File: src/setei_pkg.sv
package setei_pkg;

   localparam int NODE_BITS   = 10;
   localparam int WEIGHT_BITS = 32;
   localparam int DEG_BITS    = 12;
   localparam int CNT_BITS    = 11;
   localparam int TOTAL_BITS  = 11;

   localparam logic [DEG_BITS-1:0] DEG_MAX = '1;
   localparam logic [CNT_BITS-1:0] CNT_MAX = '1;

   localparam logic [1:0] MODE_INSERT    = 2'd0;
   localparam logic [1:0] MODE_READ_EDGE = 2'd1;
   localparam logic [1:0] MODE_READ_NODE = 2'd2;

   localparam logic [1:0] ST_OK    = 2'd0;
   localparam logic [1:0] ST_FULL  = 2'd1;
   localparam logic [1:0] ST_RANGE = 2'd2;

   typedef enum logic [1:0] {
      K_INSERT,
      K_READ_EDGE,
      K_READ_NODE,
      K_ERROR
   } kind_type;

   typedef struct packed {
      kind_type                kind;
      logic [NODE_BITS-1:0]    src;
      logic [NODE_BITS-1:0]    dst;
      logic [WEIGHT_BITS-1:0]  weight;
      logic [NODE_BITS-1:0]    ridx;
   } cmd_type;

   typedef struct packed {
      logic [NODE_BITS-1:0]    src;
      logic [NODE_BITS-1:0]    dst;
      logic [WEIGHT_BITS-1:0]  weight;
   } edge_type;

   typedef struct packed {
      logic pop;
      logic clearing;
   } back_ctl_type;

   typedef enum logic [2:0] {
      S_CLEAR,
      S_IDLE,
      S_EDGE_DATA,
      S_NODE_DATA,
      S_SRC_DATA,
      S_DST_DATA,
      S_SHIFT_RD,
      S_SHIFT_CMP
   } state_type;

endpackage

File: src/setei_front.sv
module setei_front
   import setei_pkg::*;
#(
   parameter int NODE_LIMIT = 1024
) (
   input  logic                   clock,
   input  logic                   reset,
   input  logic                   start,
   output logic                   busy,
   input  logic [1:0]             req_mode,
   input  logic [NODE_BITS-1:0]   req_source_node,
   input  logic [NODE_BITS-1:0]   req_target_node,
   input  logic [WEIGHT_BITS-1:0] req_weight_bits,
   input  logic [NODE_BITS-1:0]   req_read_index,
   input  back_ctl_type           ctl,
   output cmd_type                head,
   output logic                   head_valid
);

   cmd_type    q_ff [2];
   logic       wr_ptr_ff, rd_ptr_ff;
   logic [1:0] cnt_ff;
   cmd_type    cmd;
   logic       push, pop;

   assign busy       = (cnt_ff == 2'd2) || ctl.clearing;
   assign push       = start && !busy;
   assign pop        = ctl.pop && (cnt_ff != 2'd0);
   assign head       = q_ff[rd_ptr_ff];
   assign head_valid = (cnt_ff != 2'd0);

   // range checks that do not depend on the table fill
   always_comb begin
      cmd.src    = req_source_node;
      cmd.dst    = req_target_node;
      cmd.weight = req_weight_bits;
      cmd.ridx   = req_read_index;
      unique case (req_mode)
         MODE_INSERT: begin
            if (32'(req_source_node) >= 32'(NODE_LIMIT) ||
                32'(req_target_node) >= 32'(NODE_LIMIT))
               cmd.kind = K_ERROR;
            else
               cmd.kind = K_INSERT;
         end
         MODE_READ_EDGE: cmd.kind = K_READ_EDGE;
         MODE_READ_NODE: begin
            if (32'(req_read_index) >= 32'(NODE_LIMIT)) cmd.kind = K_ERROR;
            else cmd.kind = K_READ_NODE;
         end
         default: cmd.kind = K_ERROR;
      endcase
   end

   always_ff @(posedge clock) begin
      if (push) q_ff[wr_ptr_ff] <= cmd;
      if (reset) begin
         wr_ptr_ff <= 1'b0;
         rd_ptr_ff <= 1'b0;
         cnt_ff    <= 2'd0;
      end else begin
         if (push) wr_ptr_ff <= !wr_ptr_ff;
         if (pop)  rd_ptr_ff <= !rd_ptr_ff;
         cnt_ff <= cnt_ff + 2'(push) - 2'(pop);
      end
   end

endmodule

File: config.mk
export PLATFORM = sky130hd
export DESIGN_NAME = setei_front
export DESIGN_NICKNAME = d
export VERILOG_FILES = /design/src/setei_pkg.sv /design/src/setei_front.sv
export SDC_FILE = /design/constraint.sdc
export NUM_CORES = 1
export LEC_CHECK = 0
export ABC_AREA = 1
export BUFFER_PORTS_ARGS = -buffer_cell sky130_fd_sc_hd__buf_2
export CAP_MARGIN = 20
export CORE_ASPECT_RATIO = 1.4
export CORE_MARGIN = 10
export CORE_UTILIZATION = 50
export CTS_BUF_LIST = sky130_fd_sc_hd__clkbuf_8
export DETAILED_ROUTE_END_ITERATION = 12
export PLACE_DENSITY = 0.83
export REMOVE_ABC_BUFFERS = 1
export SETUP_SLACK_MARGIN = 0.4
export SLEW_MARGIN = 10
export SYNTH_ARGS = -nofsm -noshare
export SYNTH_HDL_FRONTEND = slang
export SYNTH_SLANG_ARGS = --single-unit
File: constraint.sdc
create_clock -name clock -period 5.4 [get_ports clock]
set_input_delay 1.08 -clock clock [delete_from_list [all_inputs] [get_ports clock]]
set_output_delay 1.08 -clock clock [all_outputs]
set_load 0.02 [all_outputs]
==> results of run 1 <==
==> Yosys cell counts <==
cell type  number
clkbuf_1        2
buf_12          6
buf_6           1
a21oi_1         1
edfxtp_1      128
nand2_1         9
mux2_4         60
inv_1          11
mux2_2          4
nor2_1          7
o21a_1          1
nand3_1         3
dfxtp_1         5
nand4_1         1
ha_1            2
==> power breakdown <==
group,total [W],switching [W],internal [W]
sequential,0.00128,0.0000624,0.00122
combinational,0.000650,0.000345,0.000305
clock,0.000953,0.000361,0.000592
==> stage by stage <==
step	cell area [µm²]	power, W
2_1_floorplan	5050	0.00178
3_3_place_gp	5920	0.00194
3_5_place_dp	5920	0.00196
4_1_cts	6390	0.00292
5_1_grt	6420	0.00301
6_report	6430	0.00289
==> kinds of logic after synthesis <==
kind of cell | after synthesis | share of synthesized area (%)
muxes | 64 | 18.2
and+or+nand+nor | 20 | 1.57
DFF | 133 | 76.0
adders and majority gates | 2 | 0.482
AOI/OAI and AO/OA | 2 | 0.241
buffers and inverters | 20 | 3.47
==> final cells by class <==
type | instances | area [µm²] | area share, %
diodes | 3 | 7.51 | 0.117
clock buffers | 17 | 234 | 3.64
clock inverters | 15 | 235 | 3.66
inverters | 11 | 41.3 | 0.642
multi-input cells | 88 | 1070 | 16.7
flip-flops and latches | 133 | 3950 | 61.4
well taps | 135 | 169 | 2.63
repair buffers | 138 | 721 | 11.2
==> sequential cells by signal (all words and copies together), names as in the netlist, named ones only <==
| name | flops |
|---|---|
| q_ff | 128 |
| cnt_ff | 2 |
| wr_ptr_ff | 1 |
| rd_ptr_ff | 1 |
==> cells in the final DEF (no fill, tap or decap), types with 3 or more instances in the layout <==
master     instances
nand3_1            3
buf_4              3
mux2_2             4
clkbuf_8          17
diode_2            3
nor2_1             6
dfxtp_1            4
inv_1             11
nand2_1            9
buf_2            134
edfxtp_1         128
mux2_4            60
bufinv_16          6
==> critical path: stages, from the launching register on <==
cell and delay [ps]:
dfxtp_4 770, buf_4 560, mux2_2 390, buf_2 160
==> per-layer routing <==
| metal | global-route usage (%) | vias to the layer above | wire length, µm |
|---|---|---|---|
| li1 | - | 1228 | - |
| met1 | 12.6 | 1247 | 3290 |
| met2 | 24.4 | 81 | 5580 |
| met3 | 6.11 | 21 | 763 |
| met4 | 7.22 | 0 | 202 |
| met5 | 0 | - | 0 |
==> worst paths after layout <==
| check | endpoint | slack [ps] | cells after the start |
|---|---|---|---|
| max | head[63] | 1960 | 3 |
| min | flip-flop | 520 | 2 |
| max reg2reg | q_ff[0][26]$_DFFE_PP_ | 3310 | 6 |
| min reg2reg | flip-flop | 520 | 2 |
==> results.md, run 1 <==
* Share of the synthesized area in the top cell type at 74.1%
* Clk buf depth at 2
* Hold path startpoint: rd_ptr_ff$_SDFFE_PP0P_
* Worst hold margin at 522 ps
* WL per Instance at approximately 18 µm
* Unique masters post-synth at 15
* First-pass GRT wire length at 15400 µm
* Max Freq at between 0.2 and 0.3 GHz
* Crit. End Element: primary output
* Syn_area_per_cell at between 20 and 25 µm²
* Post CTS Setup Buffer Count at 0
* Hold Fails Final Rpt at 0
* Largest net degree at the start of global routing at 42
* Max cap viols at 0
* Drt first-iter violations at 111
* Synth Warn # at 0
* Min-delay worst type: flip-flop to flip-flop
* Post-Layout Cell Count at 540
* Core area at ~10000 µm²
* Final ANT Viol Nets at 0
* Synth top area cells: edfxtp_1, mux2_4, buf_12
* Setup WS pre-CTS at roughly 2100 ps
* Startpoint Class: flip-flop
* Hpwl dp at approximately 7000 µm
* Die X-Extent at 106 µm
* Root Driver: clkbuf_8
* Synth Cell Area at between 5000 and 6000 µm²
* Worst R2R Start: cnt_ff[0]$_SDFF_PP0_
* Cts bufs inserted at 17
* CTS tree: done
* Number of global-route vias before repair at 2854
* Fin. max-slew vios at 0
* Setup Total Neg Slack at 0 ps
* Skew-Pair Late Insertion Delay at about 430 ps
* Cell leakage power at between 2 and 3 nW
* Outcome: finished, final reports clean
* Crit path DAT at 2360 ps
* Initial cell density of the core at 51.9%
* RSZ-0062 raised after global routing: no
* Fill cells at ~750
* Nets at 460
* Worst-path clk slew at around 70 ps
* Initial antenna violation count at 3
* Top cell type by total area after synthesis: edfxtp_1
* Vias per inst at ~4.8
* Final GP Congestion at 0.758
* Vias post-DR at 2577
* Period utilization at 63.7%
* Final core utilization at 64.2%
* Hold bufs inserted after CTS at 0
* Clock Skews at roughly 7.1 ps
* Slew @ Worst Pin at 642 ps
* GRT Overall Usage at 13.7%
* Die H at between 100 and 150 µm
* WL final at ~9800 µm
* Pwr/cell area at 449 nW/µm²
* CTS H-Tree Depth at 4
* DR pass1 iterations at 4
* Global route total overflow at 0
* Sequential share of the synthesized area at 76.0%
* Slew HR at 57.2%
* Clock Sink Count at ~130
* Area grow syn2layout at 23.9%
* CTS resizes at 0
* CP Max Fanout at 35
* Number of remaining DRC errors at 0
* # IOs at 135
* Inst Count DP at 504
* Layout cells sized above 1 at 58.2%
* Worst ir drop on vdd at 314 µV
* PortBufs at 134
* Synth Register Bits at between 100 and 150
* Min setup slack post-route at 1960 ps
* Synth Instances at 241
* Die Area at 14900 µm²
* Critical Path RT at 4320 ps
* Rows at 43
* Fin crit period at roughly 3400 ps
* Final setup viols at 0
* CP Class: flip-flop to primary output
Note: power is estimated with default switching activity, not from simulation.
==> run 2: changes to the inputs <==
clock period = 3.4 ns   (was 5.4 ns; I/O delays follow)
==> run 2 against run 1 <==
Compared with the run above:
- total power increased by 55%
- die area unchanged
- non-clock buffer count increased by 1
- critical endpoint unchanged
- via count increased by 1.2%
- global-route usage decreased by 0.33 points
- highest routed layer unchanged
==> results.md, run 2 (same netlist as run 1, synthesis figures left out) <==
* Crit path DAT at 2020 ps (-340 ps)
* Drt first-iter violations at 61 (-45%)
* # IOs at 135 (unchanged)
* WL final at 9700 µm (-1.4%)
* Reg2reg path depth at 5 (-1)
* Min setup slack post-route at 697 ps (-1260 ps)
* Nets at 461 (+0.22%)
* GRT Overall Usage at 13.3% (-0.33 points)
* Max Freq at 0.370 GHz
* Period utilization at between 70% and 80%
* Final GP Congestion at 0.766 (+1.0%)
* Worst hold margin at 422 ps (-101 ps)
* Clk buf depth at 2 (unchanged)
* Slew HR at 60.7% (+3.5 points)
* Layout cells sized above 1 at 57.3% (-0.89 points)
* Worst-path clk slew at 70 ps (about the same)
* Placed Instance Area at 5960 µm² (+0.68%)
* Crit. End Element: primary output
* Vias post-DR at 2608 (+1.2%)
* RSZ-0062 raised after global routing: no
* Core area at 10000 µm² (unchanged)
* Commonest non-fill, non-tap cells in the layout: buf_2, edfxtp_1, mux2_4, clkbuf_8, inv_1
* Die Area at 14900 µm² (unchanged)
* Hold path startpoint: reset
* Area grow syn2layout at 23.2%
* CTS H-Tree Depth at 4 (unchanged)
* Worst ir drop on vdd at 445 µV (+42%)
* Post CTS Setup Buffer Count at 0 (unchanged)
* CTS resizes at 0 (unchanged)
* Multi-input gate area at 1070 µm² (unchanged)
* FF+latch area at 3950 µm² (unchanged)
* PortBufs at 134 (unchanged)
* Setup WS pre-CTS at 1130 ps (-1010 ps)
* Pwr/cell area at 698 nW/µm² (+55%)
* Final setup viols at 0 (unchanged)
* Largest registers: q_ff (128), cnt_ff (2)
* Hold Fails Final Rpt at 0 (unchanged)
* CP Class: flip-flop to primary output
* DR pass1 iterations at 4 (unchanged)
* Worst R2R Start: cnt_ff[0]$_SDFF_PP0_
* Max FFs per register at 128 (unchanged)
* RR Endpoint: q_ff[0][54]$_DFFE_PP_
* Slew @ Worst Pin at 590 ps (-52.4 ps)
* Final ANT Viol Nets at 0 (unchanged)
* Cell leakage power at 2.56 nW (-0.18%)
* Final Instance Area at 6390 µm² (-0.51%)
* Startpoint Class: flip-flop
* Global route total overflow at 0 (unchanged)
* Hold bufs inserted after CTS at 0 (unchanged)
* Die H at 141 µm (unchanged)
* Total power at 0.00446 W (+55%)
* Most flops, register: q_ff
* Worst reg2reg setup slack at 1670 ps (-1640 ps)
* First-pass GRT wire length at 15100 µm (-2.2%)
* CTS tree: done
* Fin. max-slew vios at 0 (unchanged)
* Outcome: finished, final reports clean
* Clock Skews at 11.4 ps (+4.24 ps)
* Min-delay worst type: primary input to flip-flop
* WL per Instance at 18.0 µm (-1.2%)
* Vias per inst at 4.84 (+1.4%)
* CP Max Fanout at 28 (-20%)
* Fill cells at 753 (+0.53%)
* Fin crit period at 2700 ps
* Skew-Pair Late Insertion Delay at 410 ps (-20 ps)
* Initial cell density of the core at 51.9% (unchanged)
* Clock Sink Count at 133 (unchanged)
* Max cap viols at 0 (unchanged)
* Largest net degree at the start of global routing at 65 (+55%)
* Cts bufs inserted at 17 (unchanged)
* Critical Path RT at 2720 ps (-1600 ps)
* Worst hold path depth at 2 (unchanged)
* Rows at 43 (unchanged)
* Number of remaining DRC errors at 0 (unchanged)
* WHS Endpoint: cnt_ff[0]$_SDFF_PP0_
* Initial antenna violation count at 1 (-2)
* Most common cell after layout, fill and taps aside: buf_2
* Hpwl dp at 6960 µm (-1.8%)
* Die X-Extent at 106 µm (unchanged)
* Root Driver: clkbuf_8
* Final core utilization at 63.9% (-0.33 points)
* Number of global-route vias before repair at 2838 (-0.56%)
run 2: cell types whose count changed in the layout (fill, tap and decap cells not counted), sizes merged:
cell and delta:
clkinv +1, buf +1, diode -2, bufinv -1
inv +1, clkinvlp -1
run 2: metal layers:
metal	vias to the layer above	track usage, %	share of wire [%]
li1	1223	-	-
met1	1271	12.8	34
met2	97	24.1	57
met3	17	5.10	6.4
met4	0	6.58	2.6
met5	-	0	0
run 2: worst max-delay path by stage:
| stage | start | endpoint | slack [ps] | depth (start not counted) |
|---|---|---|---|---|
| after floorplan | ctl[0] | q_ff[0][0]$_DFFE_PP_ | -640 | 3 |
| after global placement | flip-flop | head[63] | 1140 | 3 |
| after detailed placement | flip-flop | head[63] | 1130 | 3 |
| after CTS | flip-flop | head[63] | 660 | 3 |
| after global routing | flip-flop | head[63] | 600 | 3 |
| final | flip-flop | head[63] | 700 | 3 |
run 2: critical path, cell delays in order, from the launching register on:
cell	delay (ps)
dfxtp_4	690
buf_4	370
mux2_2	360
buf_2	160
run 2: final cells by class:
type	instances	share of cell area, %
Clock inverter	15	3.05
Antenna cell	1	0.0391
Clock buffer	17	3.66
Multi-Input combinational cell	88	16.8
Timing Repair Buffer	139	11.5
Sequential cell	133	61.7
Inverter	11	0.646
Tap cell	135	2.64
run 2: report_power, final:
part / leakage, nW / internal (W) / switching, W / total [W]
combinational: 1.11 / 0.000489 / 0.000563 / 0.00105
clock: 0.227 / 0.000853 / 0.000530 / 0.00138
sequential: 1.21 / 0.00194 / 0.0000894 / 0.00203
run 2: through the flow:
stage	setup TNS, ps	std cells
finish	0	539
global route	0	538
CTS	0	538
detailed placement	0	506
global placement	0	506
floorplan	-55810	232
==> run 3: changes to the inputs <==
clock period = 2.5 ns   (was 3.4 ns; I/O delays follow)
==> run 3 against run 2 <==
Compared with the run above:
- routed wire length up 6.3%
- clock-buffer cell count unchanged
- via count up 0.50%
- setup slack worse by 270 ps
- clock power up 7%
- cell area down 0.25%
- hold slack worse by 170 ps
- global-route usage up 0.40 points
- sequential share of layout area up 0.16 points
- cell count up 1.1%
- critical path type unchanged
- largest cell class unchanged
==> results.md, run 3 (same netlist as run 1, synthesis figures left out) <==
* Clk buf depth at 2 (unchanged)
* Hold path startpoint: reset
* WL final at 10300 µm (+6.3%)
* Commonest non-fill, non-tap cells in the layout: buf_2, edfxtp_1, mux2_4, clkbuf_8, inv_1
* Root Driver: clkbuf_8
* GRT Overall Usage at 13.7% (+0.40 points)
* Die X-Extent at 106 µm (unchanged)
* Drt first-iter violations at 112 (+84%)
* Nets at 464 (+0.65%)
* Initial antenna violation count at 4 (+3)
* Busiest grt layer: met2
* DR pass1 iterations at 4 (unchanged)
* Total power at 0.00577 W (+29%)
* CTS H-Tree Depth at 4 (unchanged)
* Max FFs per register at 128 (unchanged)
* Rows at 43 (unchanged)
* WHS Endpoint: cnt_ff[0]$_SDFF_PP0_
* Fin. max-slew vios at 0 (unchanged)
* # IOs at 135 (unchanged)
* Critical Path RT at 2000 ps (-720 ps)
* Number of global-route vias before repair at 2941 (+3.6%)
* Startpoint Class: flip-flop
* Min setup slack post-route at 429 ps (-268 ps)
* Clock Skews at 8.07 ps (-3.31 ps)
* Largest registers: q_ff (128), cnt_ff (2)
* WL per Instance at 18.9 µm (+5.2%)
* Clock Sink Count at 133 (unchanged)
* Pwr/cell area at 905 nW/µm² (+30%)
* Cts bufs inserted at 17 (unchanged)
* Slew @ Worst Pin at 531 ps (-58.4 ps)
* RSZ-0062 raised after global routing: yes
* Reg2reg path depth at 10 (+5)
* Cell leakage power at 2.55 nW (-0.40%)
* Critical path cell sequence: clkbuf_16, mux2_4, buf_2
* Die Area at 14900 µm² (unchanged)
* Vias post-DR at 2621 (+0.50%)
* CP Max Fanout at 16 (-43%)
* Skew-Pair Late Insertion Delay at 410 ps (about the same)
* Slew HR at 64.6% (+3.9 points)
* Final ANT Viol Nets at 0 (unchanged)
* RR Endpoint: cnt_ff[1]$_SDFF_PP0_
* GRT met2 Usage at 24.6% (+0.52 points)
* Max incr delay on CP at 430 ps (-260 ps)
* Setup WS pre-CTS at 638 ps (-497 ps)
* Worst R2R Start: cnt_ff[0]$_SDFF_PP0_
* CP Class: flip-flop to primary output
* Number of remaining DRC errors at 0 (unchanged)
* Max Freq at roughly 0.48 GHz
* Crit. End Element: primary output
* Met3 Use GR at 6.15% (+1.1 points)
* Vias per inst at 4.81 (-0.61%)
* First-pass GRT wire length at 15400 µm (+2.6%)
* Largest net degree at the start of global routing at 40 (-38%)
* Initial cell density of the core at 51.9% (unchanged)
* Worst-path clk slew at 70 ps (about the same)
* Global route total overflow at 0 (unchanged)
* Max cap viols at 0 (unchanged)
* Hold bufs inserted after CTS at 0 (unchanged)
* Worst hold path depth at 2 (unchanged)
* Hpwl dp at 6930 µm (-0.40%)
* Min-delay worst type: primary input to flip-flop
* Fin crit period at 2070 ps
* Layout cells sized above 1 at 57.6% (+0.32 points)
* Hold Fails Final Rpt at 0 (unchanged)
* CTS tree: done
* Die H at 141 µm (unchanged)
* Slowest cell on the critical path: dfxtp_4
* Final core utilization at 63.7% (-0.16 points)
* Outcome: finished, final reports clean
* Setup Total Neg Slack at 0 ps (unchanged)
* Final setup viols at 0 (unchanged)
* Final GP Congestion at 0.769 (+0.40%)
* Crit path DAT at 1570 ps (-450 ps)
* Period utilization at a little over 80%
* Most flops, register: q_ff
* PortBufs at 134 (unchanged)
* Core area at 10000 µm² (unchanged)
* Area grow syn2layout at 22.9%
* Worst ir drop on vdd at 590 µV (+33%)
* Worst reg2reg setup slack at 820 ps (-850 ps)
* Most common cell after layout, fill and taps aside: buf_2
* Met1 global-route usage at 12.6% (-0.24 points)
==> run 3: cell types whose count changed in the layout (fill, tap and decap cells not counted), sizes merged <==
cell,before,now
buf,139,140
bufinv,5,1
clkbuf,17,19
clkinv,7,12
diode,1,4
inv,14,13
==> run 3: worst max path at each step <==
stage,from,endpoint,cells past startpoint
after detailed placement,ctl[0],q_ff[0][34]$_DFFE_PP_,5
final,flip-flop,head[11],3
after global routing,flip-flop,head[37],3
after global placement,flip-flop,head[63],3
after floorplan,ctl[0],q_ff[0][0]$_DFFE_PP_,3
after CTS,flip-flop,head[0],3
==> run 3: repair_timing <==
item                                    4_1_cts  5_1_grt
gates cloned                                  1        2
endpoints found under the setup margin       64       64
setup buffers                                 0        0
gates resized for setup                       2        0
==> run 3: critical path, delay by kind of cell (launching register included) <==
kind,cells,cell delay [ps]
buffers and inverters,2,420
multiplexers,1,310
flip-flops,1,430
==> run 3: stage by stage <==
step                      hold WS (ps)  instance area (µm²)  cells
after floorplan                    451                 5050    232
after global placement             476                 5950    506
after detailed placement           487                 5950    506
after CTS                          218                 6320    539
after global routing               218                 6370    542
final                              253                 6380    545
==> run 3: layout make-up <==
class,instances,area (µm²)
antenna,4,10.0
clock buffer,17,234
clock inverter,15,98.8
fill,772,3630
inverter,11,41.3
multi-input combinational,88,1070
sequential,133,3950
tap,135,169
timing repair buffer,142,806
==> run 3: layer usage <==
layer	part of all wire (%)	up-vias	routed length (µm)
met2	55	94	5650
met4	2.9	0	301
li1	-	1238	-
met1	36	1269	3660
met5	0	-	0
met3	6.8	20	700
==> run 3: power breakdown <==
group	leakage, nW	switching, W	internal (W)
Clock	0.183	0.000722	0.000752
Sequential	1.21	0.0000687	0.00264
Combinational	1.15	0.000861	0.000730
Total	2.55	0.00165	0.00412
